--- config.mk ---
export PLATFORM = sky130hd
export DESIGN_NAME = circular_yaw_window_tracker
export DESIGN_NICKNAME = d
export VERILOG_FILES = /design/src/rtl/core/cywt_pkg.sv /design/src/rtl/core/cywt_wrap.sv /design/src/rtl/core/cywt_mem.sv /design/src/rtl/core/cywt_update.sv /design/src/rtl/core/circular_yaw_window_tracker.sv
export SDC_FILE = /design/constraint.sdc
export NUM_CORES = 2
export LEC_CHECK = 0
export BUFFER_PORTS_ARGS = -buffer_cell sky130_fd_sc_hd__buf_2
export CAP_MARGIN = 0
export CELL_PAD_IN_SITES_DETAIL_PLACEMENT = 0
export CELL_PAD_IN_SITES_GLOBAL_PLACEMENT = 1
export CORE_AREA = 2 2 272 274
export CTS_BUF_LIST = sky130_fd_sc_hd__clkbuf_4
export DETAILED_ROUTE_END_ITERATION = 8
export DIE_AREA = 0 0 274 276
export GPL_TIMING_DRIVEN = 0
export PLACE_DENSITY_LB_ADDON = 0.1
export SYNTH_ARGS = -nofsm -noshare
export SYNTH_HDL_FRONTEND = slang
export SYNTH_SLANG_ARGS = --single-unit
export TNS_END_PERCENT = 5
--- constraint.sdc ---
create_clock -name clk -period 15.85 [get_ports clk]
set_input_delay 0.7925 -clock clk [delete_from_list [all_inputs] [get_ports clk]]
set_output_delay 0.7925 -clock clk [all_outputs]
set_load 0.02 [all_outputs]
--- src/rtl/core/cywt_pkg.sv ---
// ----------------------------------------------------------------------------
// cywt_pkg
// Shared types and constants of the circular yaw window tracker.
// ----------------------------------------------------------------------------
`default_nettype none

package cywt_pkg;

    // fixed field widths
    localparam int CHANNEL_W  = 3;
    localparam int YAW_W      = 9;
    localparam int CFG_W      = 10;
    localparam int OFFSET_W   = 10;
    localparam int IN_DATA_W  = 16;
    localparam int OUT_DATA_W = 16;
    localparam int CFG_IDX_W  = 1;

    // magnitude of yaw + shift fits in 9 bits (at most 434)
    localparam int MAG_W      = 9;
    // remainder steps below this bit run in the second stage
    localparam int SPLIT_STEP = 4;

    // register indexes
    localparam logic [CFG_IDX_W-1:0] CFG_CIRCLE_SIZE  = 1'd0;
    localparam logic [CFG_IDX_W-1:0] CFG_WINDOW_WIDTH = 1'd1;

    // register reset values
    localparam logic [CFG_W-1:0] CIRCLE_RESET = 10'd360;
    localparam logic [CFG_W-1:0] WIDTH_RESET  = 10'd140;

    // angle shift and per-channel state reset values
    localparam int YAW_SHIFT  = 179;
    localparam int RESET_LOW  = 100;
    localparam int RESET_HIGH = 200;

    // control fields that travel with an item through the pipeline
    typedef struct packed {
        logic [CHANNEL_W-1:0] channel;
        logic                 hold_key;
        logic                 in_range;
    } item_ctl_t;

endpackage

`default_nettype wire

--- src/rtl/core/cywt_wrap.sv ---
// ----------------------------------------------------------------------------
// cywt_wrap
// Two-stage pipeline that maps a yaw angle onto the circle:
// (yaw + 179) reduced modulo the circle size by restoring subtraction.
// ----------------------------------------------------------------------------
`default_nettype none

module cywt_wrap (
    input  wire logic                           clk,
    input  wire logic                           rst_n,
    input  wire logic                           adv,
    input  wire logic                           in_fire,
    input  wire cywt_pkg::item_ctl_t            ctl_in,
    input  wire logic [cywt_pkg::YAW_W-1:0]     yaw_angle,
    input  wire logic [cywt_pkg::CFG_W-1:0]     circle,
    output logic                                p1_valid,
    output cywt_pkg::item_ctl_t                 p1_ctl,
    output logic [cywt_pkg::CFG_W-1:0]          p1_cur
);
    import cywt_pkg::*;

    localparam int SH_W = CFG_W + MAG_W;

    logic                    p0_valid_reg;
    item_ctl_t               p0_ctl_reg;
    logic                    p0_neg_reg;
    logic [MAG_W-1:0]        p0_mag_reg;
    logic                    p1_valid_reg;
    item_ctl_t               p1_ctl_reg;
    logic                    p1_neg_reg;
    logic [MAG_W-1:0]        p1_rem_reg;
    logic signed [YAW_W:0]   shifted;
    logic [MAG_W-1:0]        mag;
    logic [MAG_W-1:0]        rem_hi;
    logic [MAG_W-1:0]        rem_lo;

    // one compare-subtract step of the remainder
    function automatic logic [MAG_W-1:0] rem_step(
        input logic [MAG_W-1:0] rem,
        input logic [CFG_W-1:0] c,
        input int               k
    );
        logic [SH_W-1:0] sh;
        logic [MAG_W-1:0] r;
        sh = SH_W'(c) << k;
        r  = rem;
        if (sh <= SH_W'(rem))
        begin
            r = rem - MAG_W'(sh);
        end
        return r;
    endfunction

    // shift the yaw and split into sign and magnitude
    assign shifted = $signed({yaw_angle[YAW_W-1], yaw_angle}) + (YAW_W+1)'(YAW_SHIFT);
    assign mag     = shifted[YAW_W] ? MAG_W'(-shifted) : MAG_W'(shifted);

    // input stage
    always_ff @(posedge clk or negedge rst_n)
    begin
        if (!rst_n)
        begin
            p0_valid_reg <= 1'b0;
        end
        else if (adv)
        begin
            p0_valid_reg <= in_fire;
        end
    end

    always_ff @(posedge clk)
    begin
        if (adv && in_fire)
        begin
            p0_ctl_reg <= ctl_in;
            p0_neg_reg <= shifted[YAW_W];
            p0_mag_reg <= mag;
        end
    end

    // upper remainder steps
    always_comb
    begin
        rem_hi = p0_mag_reg;
        for (int k = MAG_W - 1; k >= SPLIT_STEP; k--)
        begin
            rem_hi = rem_step(rem_hi, circle, k);
        end
    end

    always_ff @(posedge clk or negedge rst_n)
    begin
        if (!rst_n)
        begin
            p1_valid_reg <= 1'b0;
        end
        else if (adv)
        begin
            p1_valid_reg <= p0_valid_reg;
        end
    end

    always_ff @(posedge clk)
    begin
        if (adv)
        begin
            p1_ctl_reg <= p0_ctl_reg;
            p1_neg_reg <= p0_neg_reg;
            p1_rem_reg <= rem_hi;
        end
    end

    // lower remainder steps and sign fix
    always_comb
    begin
        rem_lo = p1_rem_reg;
        for (int k = SPLIT_STEP - 1; k >= 0; k--)
        begin
            rem_lo = rem_step(rem_lo, circle, k);
        end
        if (p1_neg_reg && (rem_lo != '0))
        begin
            p1_cur = circle - CFG_W'(rem_lo);
        end
        else
        begin
            p1_cur = CFG_W'(rem_lo);
        end
    end

    assign p1_valid = p1_valid_reg;
    assign p1_ctl   = p1_ctl_reg;

endmodule

`default_nettype wire

--- src/rtl/core/cywt_mem.sv ---
// ----------------------------------------------------------------------------
// cywt_mem
// Per-channel state memory, registered read, one write port.
// Entries never written read as their reset values through valid bits.
// ----------------------------------------------------------------------------
`default_nettype none

module cywt_mem #(
    parameter  int NUM_CHANNELS = 6,
    parameter  int ANGLE_BITS   = 10,
    localparam int ADDR_W       = (NUM_CHANNELS > 1) ? $clog2(NUM_CHANNELS) : 1,
    localparam int ENTRY_W      = 4 * ANGLE_BITS + 2
) (
    input  wire logic               clk,
    input  wire logic               rst_n,
    input  wire logic               rd_en,
    input  wire logic [ADDR_W-1:0]  rd_addr,
    input  wire logic               wr_en,
    input  wire logic [ADDR_W-1:0]  wr_addr,
    input  wire logic [ENTRY_W-1:0] wr_data,
    output logic      [ENTRY_W-1:0] rd_data
);
    import cywt_pkg::*;

    logic [ENTRY_W-1:0]      mem [NUM_CHANNELS];
    logic [NUM_CHANNELS-1:0] vld_reg;
    logic [ENTRY_W-1:0]      rd_data_reg;
    logic [ADDR_W-1:0]       rd_addr_reg;
    logic                    rd_vld_reg;

    // reset contents: {reseed, armed, midpoint, high, low, previous}
    function automatic logic [ENTRY_W-1:0] reset_entry(input logic [ADDR_W-1:0] a);
        logic [ANGLE_BITS-1:0] prev;
        logic [ANGLE_BITS-1:0] lo;
        logic [ANGLE_BITS-1:0] hi;
        prev = (32'(a) == 2) ? ANGLE_BITS'(RESET_HIGH) : ANGLE_BITS'(RESET_LOW);
        lo   = (32'(a) == 0) ? ANGLE_BITS'(RESET_LOW)  : '0;
        hi   = (32'(a) == 0) ? ANGLE_BITS'(RESET_HIGH) : '0;
        return {1'b1, 1'b0, {ANGLE_BITS{1'b0}}, hi, lo, prev};
    endfunction

    // storage array
    always_ff @(posedge clk)
    begin
        if (wr_en)
        begin
            mem[wr_addr] <= wr_data;
        end
        if (rd_en)
        begin
            rd_data_reg <= mem[rd_addr];
            rd_addr_reg <= rd_addr;
        end
    end

    // entry valid bits
    always_ff @(posedge clk or negedge rst_n)
    begin
        if (!rst_n)
        begin
            vld_reg    <= '0;
            rd_vld_reg <= 1'b0;
        end
        else
        begin
            if (rd_en)
            begin
                rd_vld_reg <= vld_reg[rd_addr];
            end
            if (wr_en)
            begin
                vld_reg[wr_addr] <= 1'b1;
            end
        end
    end

    assign rd_data = rd_vld_reg ? rd_data_reg : reset_entry(rd_addr_reg);

endmodule

`default_nettype wire

--- src/rtl/core/cywt_update.sv ---
// ----------------------------------------------------------------------------
// cywt_update
// Window update for one item: tracking drags the window, clamp mode latches
// the opposite midpoint and limits the offset. Produces new state and offset.
// ----------------------------------------------------------------------------
`default_nettype none

module cywt_update #(
    parameter  int ANGLE_BITS = 10,
    localparam int ENTRY_W    = 4 * ANGLE_BITS + 2
) (
    input  wire cywt_pkg::item_ctl_t             ctl,
    input  wire logic [cywt_pkg::CFG_W-1:0]      cur,
    input  wire logic [cywt_pkg::CFG_W-1:0]      circle,
    input  wire logic [cywt_pkg::CFG_W-1:0]      width,
    input  wire logic [ENTRY_W-1:0]              entry_in,
    output logic      [ENTRY_W-1:0]              entry_out,
    output logic      [cywt_pkg::OFFSET_W-1:0]   offset
);
    import cywt_pkg::*;

    localparam int AB = ANGLE_BITS;
    localparam int CW = ((AB > 11) ? AB : 11) + 3;

    typedef logic signed [CW-1:0] val_t;

    logic [AB-1:0] prev_st;
    logic [AB-1:0] lo_st;
    logic [AB-1:0] hi_st;
    logic [AB-1:0] mid_st;
    logic          armed_st;
    logic          reseed_st;
    logic [AB-1:0] lo_new;
    logic [AB-1:0] hi_new;
    logic [AB-1:0] mid_new;
    logic          armed_new;
    logic          reseed_new;
    val_t          c;
    val_t          w;
    val_t          cu;
    val_t          lo_v;
    val_t          hi_v;
    val_t          mid_v;
    val_t          fwd_dist;
    val_t          res;

    // shortest signed difference from a to b on a circle of size m
    function automatic val_t wrap_diff(input val_t a, input val_t b, input val_t m);
        val_t half;
        val_t d;
        val_t r;
        half = m >>> 1;
        d    = b - a;
        r    = d;
        if (b >= a)
        begin
            if (d > half)
            begin
                r = d - m;
            end
        end
        else if ((a - b) > half)
        begin
            r = d + m;
        end
        return r;
    endfunction

    assign {reseed_st, armed_st, mid_st, hi_st, lo_st, prev_st} = entry_in;

    always_comb
    begin
        c          = val_t'(circle);
        w          = val_t'(width);
        cu         = val_t'(cur);
        lo_v       = val_t'(lo_st);
        hi_v       = val_t'(hi_st);
        mid_v      = val_t'(mid_st);
        fwd_dist   = '0;
        res        = '0;
        mid_new    = mid_st;
        armed_new  = armed_st;
        reseed_new = reseed_st;
        lo_new     = lo_st;
        hi_new     = hi_st;

        if (ctl.hold_key)
        begin
            // clamp mode: latch the opposite midpoint once
            reseed_new = 1'b1;
            if (armed_st)
            begin
                armed_new = 1'b0;
                mid_v = (lo_v + hi_v + c + ((hi_v > lo_v) ? val_t'(0) : c)) >>> 1;
                if (mid_v > c)
                begin
                    mid_v = mid_v - c;
                end
                mid_new = mid_v[AB-1:0];
                mid_v   = val_t'(mid_new);
            end
            fwd_dist = cu - mid_v + ((cu > mid_v) ? val_t'(0) : c);
            if (fwd_dist < ((c - w) >>> 1))
            begin
                res = '0;
            end
            else if (fwd_dist > ((c + w) >>> 1))
            begin
                res = w;
            end
            else
            begin
                res = c + cu - lo_v;
                if (res >= c)
                begin
                    res = res - c;
                end
            end
        end
        else
        begin
            // tracking mode: drag the window along
            armed_new = 1'b1;
            if (wrap_diff(val_t'(prev_st), cu, c) > 0)
            begin
                if (wrap_diff(cu, hi_v, c) < 0)
                begin
                    hi_v = cu;
                    lo_v = (hi_v > w) ? (hi_v - w) : (c + hi_v - w);
                end
            end
            else if ((val_t'(prev_st) != cu) && (wrap_diff(cu, lo_v, c) > 0))
            begin
                lo_v = cu;
                hi_v = lo_v + w;
                if (hi_v >= c)
                begin
                    hi_v = hi_v - c;
                end
            end
            // first tracking item after reset or a hold re-seeds low channels
            if (reseed_st)
            begin
                reseed_new = 1'b0;
                if (ctl.channel inside {3'd0, 3'd1})
                begin
                    lo_v = cu - w;
                    if (lo_v < 0)
                    begin
                        lo_v = lo_v + c;
                    end
                    hi_v = lo_v + w;
                    if (hi_v > c)
                    begin
                        hi_v = hi_v - c;
                    end
                end
                else if (ctl.channel inside {3'd2, 3'd3})
                begin
                    lo_v = cu;
                    hi_v = lo_v + w;
                    if (hi_v > c)
                    begin
                        hi_v = hi_v - c;
                    end
                end
            end
            lo_new = lo_v[AB-1:0];
            hi_new = hi_v[AB-1:0];
            res    = c + cu - val_t'(lo_new);
            if (res >= c)
            begin
                res = res - c;
            end
        end
    end

    assign entry_out = {reseed_new, armed_new, mid_new, hi_new, lo_new, AB'(cur)};
    assign offset    = res[OFFSET_W-1:0];

endmodule

`default_nettype wire

--- src/rtl/core/circular_yaw_window_tracker.sv ---
// ----------------------------------------------------------------------------
// circular_yaw_window_tracker
// Per-channel yaw window tracker on a circular angle scale. Channel state
// lives in a small synchronous memory, read in the stage ahead of the update.
// ----------------------------------------------------------------------------
//  port group   dir  contents
//  s_axis_*     in   tdata: [2:0] channel, [11:3] yaw_angle; tuser: hold_key
//  m_axis_*     out  tdata: [9:0] window_offset
//  cfg_*        in   index 0 circle_size, index 1 window_width
//
//  one item per cycle while the output is not stalled; each item passes two remainder
//  stages, then the state read-modify-write stage, then the output register
//  state of the item just written is forwarded to a following item of the
//  same channel, so back-to-back items on one channel run at full rate
//  reset restores every channel's state at once (valid bits, no clear pass)
//  a stalled output freezes the whole pipeline; tready follows that stall
// ----------------------------------------------------------------------------
`default_nettype none

module circular_yaw_window_tracker #(
    parameter int NUM_CHANNELS = 6,
    parameter int ANGLE_BITS   = 10
) (
    input  wire logic                                clk,
    input  wire logic                                rst_n,
    // input items
    input  wire logic                                s_axis_tvalid,
    output logic                                     s_axis_tready,
    input  wire logic [cywt_pkg::IN_DATA_W-1:0]      s_axis_tdata,  // channel, yaw_angle
    input  wire logic                                s_axis_tuser,  // hold_key
    // result items
    output logic                                     m_axis_tvalid,
    input  wire logic                                m_axis_tready,
    output logic      [cywt_pkg::OUT_DATA_W-1:0]     m_axis_tdata,  // window_offset
    // configuration writes
    input  wire logic                                cfg_we,
    input  wire logic [cywt_pkg::CFG_IDX_W-1:0]      cfg_index,
    input  wire logic [cywt_pkg::CFG_W-1:0]          cfg_data
);
    import cywt_pkg::*;

    localparam int ADDR_W  = (NUM_CHANNELS > 1) ? $clog2(NUM_CHANNELS) : 1;
    localparam int ENTRY_W = 4 * ANGLE_BITS + 2;

    logic [CFG_W-1:0]    circle_size_reg;
    logic [CFG_W-1:0]    window_width_reg;
    logic [CFG_W-1:0]    circle_eff;
    logic [CFG_W-1:0]    width_eff;
    logic                adv;
    logic                in_fire;
    item_ctl_t           ctl_in;
    logic                p1_valid;
    item_ctl_t           p1_ctl;
    logic [CFG_W-1:0]    p1_cur;
    logic [ADDR_W-1:0]   rd_addr;
    logic [ENTRY_W-1:0]  rd_data;
    logic                p2_valid_reg;
    item_ctl_t           p2_ctl_reg;
    logic [CFG_W-1:0]    p2_cur_reg;
    logic                byp_reg;
    logic [ENTRY_W-1:0]  byp_data_reg;
    logic [ENTRY_W-1:0]  entry_cur;
    logic [ENTRY_W-1:0]  entry_new;
    logic [OFFSET_W-1:0] offset;
    logic                wr_en;
    logic                out_valid_reg;
    logic [OFFSET_W-1:0] out_offset_reg;

    // configuration registers
    always_ff @(posedge clk or negedge rst_n)
    begin
        if (!rst_n)
        begin
            circle_size_reg  <= CIRCLE_RESET;
            window_width_reg <= WIDTH_RESET;
        end
        else if (cfg_we)
        begin
            case (cfg_index)
                CFG_CIRCLE_SIZE:  circle_size_reg  <= cfg_data;
                CFG_WINDOW_WIDTH: window_width_reg <= cfg_data;
                default:          ;
            endcase
        end
    end

    // effective circle and width after range limits
    always_comb
    begin
        circle_eff = (circle_size_reg < CFG_W'(2)) ? CFG_W'(2) : circle_size_reg;
        width_eff  = (window_width_reg == '0) ? CFG_W'(1) : window_width_reg;
        if (width_eff >= circle_eff)
        begin
            width_eff = circle_eff - CFG_W'(1);
        end
    end

    // handshake: the pipeline moves whenever the output slot can take a result
    assign adv           = !out_valid_reg || m_axis_tready;
    assign s_axis_tready = adv;
    assign in_fire       = s_axis_tvalid && adv;

    assign ctl_in.channel  = s_axis_tdata[CHANNEL_W-1:0];
    assign ctl_in.hold_key = s_axis_tuser;
    assign ctl_in.in_range = (32'(s_axis_tdata[CHANNEL_W-1:0]) < NUM_CHANNELS);

    // angle onto the circle
    cywt_wrap u_wrap (
        .clk       (clk),
        .rst_n     (rst_n),
        .adv       (adv),
        .in_fire   (in_fire),
        .ctl_in    (ctl_in),
        .yaw_angle (s_axis_tdata[CHANNEL_W +: YAW_W]),
        .circle    (circle_eff),
        .p1_valid  (p1_valid),
        .p1_ctl    (p1_ctl),
        .p1_cur    (p1_cur)
    );

    // state read in the stage ahead of the update
    assign rd_addr = p1_ctl.in_range ? ADDR_W'(p1_ctl.channel) : '0;
    assign wr_en   = adv && p2_valid_reg && p2_ctl_reg.in_range;

    cywt_mem #(
        .NUM_CHANNELS (NUM_CHANNELS),
        .ANGLE_BITS   (ANGLE_BITS)
    ) u_mem (
        .clk     (clk),
        .rst_n   (rst_n),
        .rd_en   (adv),
        .rd_addr (rd_addr),
        .wr_en   (wr_en),
        .wr_addr (ADDR_W'(p2_ctl_reg.channel)),
        .wr_data (entry_new),
        .rd_data (rd_data)
    );

    // update stage registers and same-channel forwarding
    always_ff @(posedge clk or negedge rst_n)
    begin
        if (!rst_n)
        begin
            p2_valid_reg <= 1'b0;
            byp_reg      <= 1'b0;
        end
        else if (adv)
        begin
            p2_valid_reg <= p1_valid;
            byp_reg      <= wr_en && p1_valid && p1_ctl.in_range &&
                            (p1_ctl.channel == p2_ctl_reg.channel);
        end
    end

    always_ff @(posedge clk)
    begin
        if (adv)
        begin
            p2_ctl_reg   <= p1_ctl;
            p2_cur_reg   <= p1_cur;
            byp_data_reg <= entry_new;
        end
    end

    assign entry_cur = byp_reg ? byp_data_reg : rd_data;

    cywt_update #(
        .ANGLE_BITS (ANGLE_BITS)
    ) u_update (
        .ctl       (p2_ctl_reg),
        .cur       (p2_cur_reg),
        .circle    (circle_eff),
        .width     (width_eff),
        .entry_in  (entry_cur),
        .entry_out (entry_new),
        .offset    (offset)
    );

    // output register
    always_ff @(posedge clk or negedge rst_n)
    begin
        if (!rst_n)
        begin
            out_valid_reg <= 1'b0;
        end
        else if (adv)
        begin
            out_valid_reg <= p2_valid_reg;
        end
    end

    always_ff @(posedge clk)
    begin
        if (adv && p2_valid_reg)
        begin
            out_offset_reg <= p2_ctl_reg.in_range ? offset : '0;
        end
    end

    assign m_axis_tvalid = out_valid_reg;
    assign m_axis_tdata  = OUT_DATA_W'(out_offset_reg);

    // input is refused only behind a stalled result
    a_ready_stall: assert property (@(posedge clk) disable iff (!rst_n)
        !s_axis_tready |-> (m_axis_tvalid && !m_axis_tready))
        else $error("input refused without an output stall");

    // forwarded state always belongs to an item in the update stage
    a_bypass_item: assert property (@(posedge clk) disable iff (!rst_n)
        byp_reg |-> p2_valid_reg)
        else $error("forwarding flag set with an empty update stage");

    // a state write always produces a result in the next cycle
    a_write_result: assert property (@(posedge clk) disable iff (!rst_n)
        wr_en |=> m_axis_tvalid)
        else $error("state written without a result");

    // an unknown channel gives a zero offset
    a_range_zero: assert property (@(posedge clk) disable iff (!rst_n)
        (adv && p2_valid_reg && !p2_ctl_reg.in_range) |=> (m_axis_tdata == '0))
        else $error("out-of-range channel gave a nonzero offset");

endmodule

`default_nettype wire

==> impl_metrics.ini <==
[detailed_routing]
drcViolationCount = 0
first_pass_iters = 5
drt-initial-drc-count = 2924
wl_per_cell_microns = 24.0
route.vias.total = 32300
drt_wl_total_microns = 125000
vias_per_cell = 6.19
ant_nets = 0

[setup_path]
critPathMaxFanout = 10
critical-path-slowest-cell = o21ai_1
crit_family = compound AO/OA/AOI/OAI gates
arrival_ns = 15.73
worst_setup_path_end_kind = register
critPathKind = register to register
crit_required_ns = 16.51
start_kind = register
crit_buf_inv = 10
cp_slowest_stage_delay_ns = 0.84

[synth]
ys_seq_elements = 426
netlist_instances = 4002
synth_common_cells = 487 x ha_1, 394 x edfxtp_1, 286 x o21ai_0
avgSynthCellArea_sq_um = 9.55
synth_top_cell_by_area = edfxtp_1
synth_top_area_share_pct = 30.9
async_flop_share_pct = 7.51
synth.cell_area_sq_um = 38200
synth-main-ff-cell = edfxtp_1
synthTopCellsByArea = edfxtp_1 31%, ha_1 16%, mux2i_1 3.9%, xnor2_1 3.8%, o21ai_0 3.7%
ys_warn_count = 0
ys_seq_area_share_pct = 33.1
synth_edf_count = 394
synth_cell_types = 100
synth_most_common_cell = ha_1

[hold_path]
hold_path_class = input port to async pin

[floorplan]
start_util_pct = 52.7
die-height_microns = 276
rows = 99
die_area_sq_um = 75600
core_area_sq_um = 72600
io_pins = 51
die_w_microns = 274

[run]
maxCapViolCount = 1

[sta]
setup_tns_ns = 0
fin_crit_ns = 15.08
slew_violations = 9
min_period_over_period_pct = 95.1
fmax_ghz = 0.0663
layout_setup_ws_ns = 0.774
fin_skew_ns = 0.0781
max_slew.worst_pin.slew_ns = 1.50
rsz0062_at_grt = no
relSlewSlack_pct = -0.0230
hold_violations = 0
setup_violations = 0

[finish]
nFillCells = 6613
largest_register_ffs = 252
nets = 4748
drive_gt1_share_pct = 10.3
area_growth_pct = 8.90

[grt]
track_usage_pct = 32.6
antenna_found_initial = 3
grt.overflow.total = 0
grt_pass1_vias = 30400
grt_max_degree = 41
grt_pass1_wl_microns = 187000

[place]
post-place-ws_ns = -0.0934
place.gp.congestion = 0.953
dp_hpwl_microns = 94400
port_buffers = 40

[clocking]
clock-root-buffer = clkbuf_4
max-clock-path-buffers = 3
postCtsSetupBuffers = 0
clock-sinks = 426
cts_tree = built
cts_buffers = 102
clk_pin_slew_ns = 0.07
insertion_delay_ns = 0.92
postCtsResizedCells = 2
cts_hold_buf = 0
htree_levels = 3

[status]
failed_checks = capacitance limit, slew limit
run_status = finished with violations
-- metal layers --
layer	part of all wire (%)	GRT usage, %	routed length [microns]
met1	45	47.2	56600
met2	44	50.2	54900
met3	7.5	4.29	9330
met4	3.5	11.0	4390
met5	0	0	0
-- logic make-up after synthesis --
| group | after synthesis | synth area share [%] |
|---|---|---|
| adder cells (fa/ha/maj) | 538 | 18.6 |
| other | 1 | 0.00981 |
| buffers and inverters | 449 | 4.60 |
| AND/OR/NAND/NOR | 991 | 12.7 |
| AO/OA/AOI/OAI | 1147 | 19.7 |
| multiplexers | 222 | 6.06 |
| XOR/XNOR | 228 | 5.26 |
| flip-flops | 426 | 33.1 |
-- cell type report --
class | instances | area (sq um) | share of cell area (%)
multi-input cells | 3132 | 23900 | 57.5
flip-flops and latches | 426 | 12600 | 30.4
well taps | 959 | 1200 | 2.88
clock buffers | 145 | 1090 | 2.61
inverters | 283 | 1060 | 2.55
repair buffers | 67 | 718 | 1.73
plain buffers | 166 | 704 | 1.69
clock inverters | 38 | 279 | 0.670
diodes | 4 | 10.0 | 0.0240
-- cells in the final DEF (no fill, tap or decap), types with 14 or more instances in the layout --
cell	instances
o21bai_1	40
a21oi_1	259
a211o_1	19
nand2_1	265
nand2b_1	40
dfrtp_1	25
a22oi_1	27
or2_2	34
o31a_1	14
xor2_1	63
a21o_1	89
and3_1	24
clkinv_1	24
fa_1	50
nor4_1	18
buf_2	61
o31ai_1	35
nand3_1	92
mux2i_1	147
a211oi_1	42
nand4_1	44
a21boi_0	21
nor2_1	237
a31oi_1	36
o21ai_0	284
and2_1	26
o21a_1	54
or4_1	16
ha_1	487
mux2_2	73
inv_1	273
or3_1	22
clkbuf_1	118
xnor2_1	164
a22o_1	14
nor2b_1	66
edfxtp_1	394
nor3_1	60
o211ai_1	50
clkbuf_4	146
-- worst paths after layout --
kind	start	end	slack, ns	cells past startpoint
worst max-delay path	u_mem.rd_vld_reg$_DFFE_PN0N_	out_offset_reg[5]$_SDFFCE_PN0P_	0.77	66
worst min-delay path	rst_n	u_mem.vld_reg[3]$_DFFE_PN0P_	0.03	1
worst max register to register	u_mem.rd_vld_reg$_DFFE_PN0N_	out_offset_reg[5]$_SDFFCE_PN0P_	0.77	66
worst min register to register	u_wrap.p0_ctl_reg[3]$_DFFE_PP_	u_wrap.p1_ctl[3]$_DFFE_PN_	0.42	0
max in group asynchronous	rst_n	circle_size_reg[7]$_DFFE_PN0P_	15.17	1
min in group clk	s_axis_tdata[0]	u_wrap.p0_ctl_reg[2]$_DFFE_PP_	0.10	1
-- worst reg2reg max path: cells and delay by family, from the launching register on --
kind	cells	cell delay [ns]
compound gates	29	6.89
xor+xnor	2	0.25
fa+ha+maj	9	3.05
buf+inv	10	2.13
flops	1	0.52
simple gates	16	2.01
-- stage by stage --
step                      cell area, sq um  util, %  instances  hold WS (ns)
final                                41600     57.4       5220        0.0318
after global routing                 41600     57.3       5219        0.0377
after CTS                            41600     57.3       5216       0.00527
after detailed placement             40200     55.4       5033         0.405
after global placement               39600     54.6       5006         0.402
after floorplan                      38200        -       4007         0.400
Power is not shown: default switching activity piles up to over one toggle a cycle in this logic, so the estimate is an artifact.
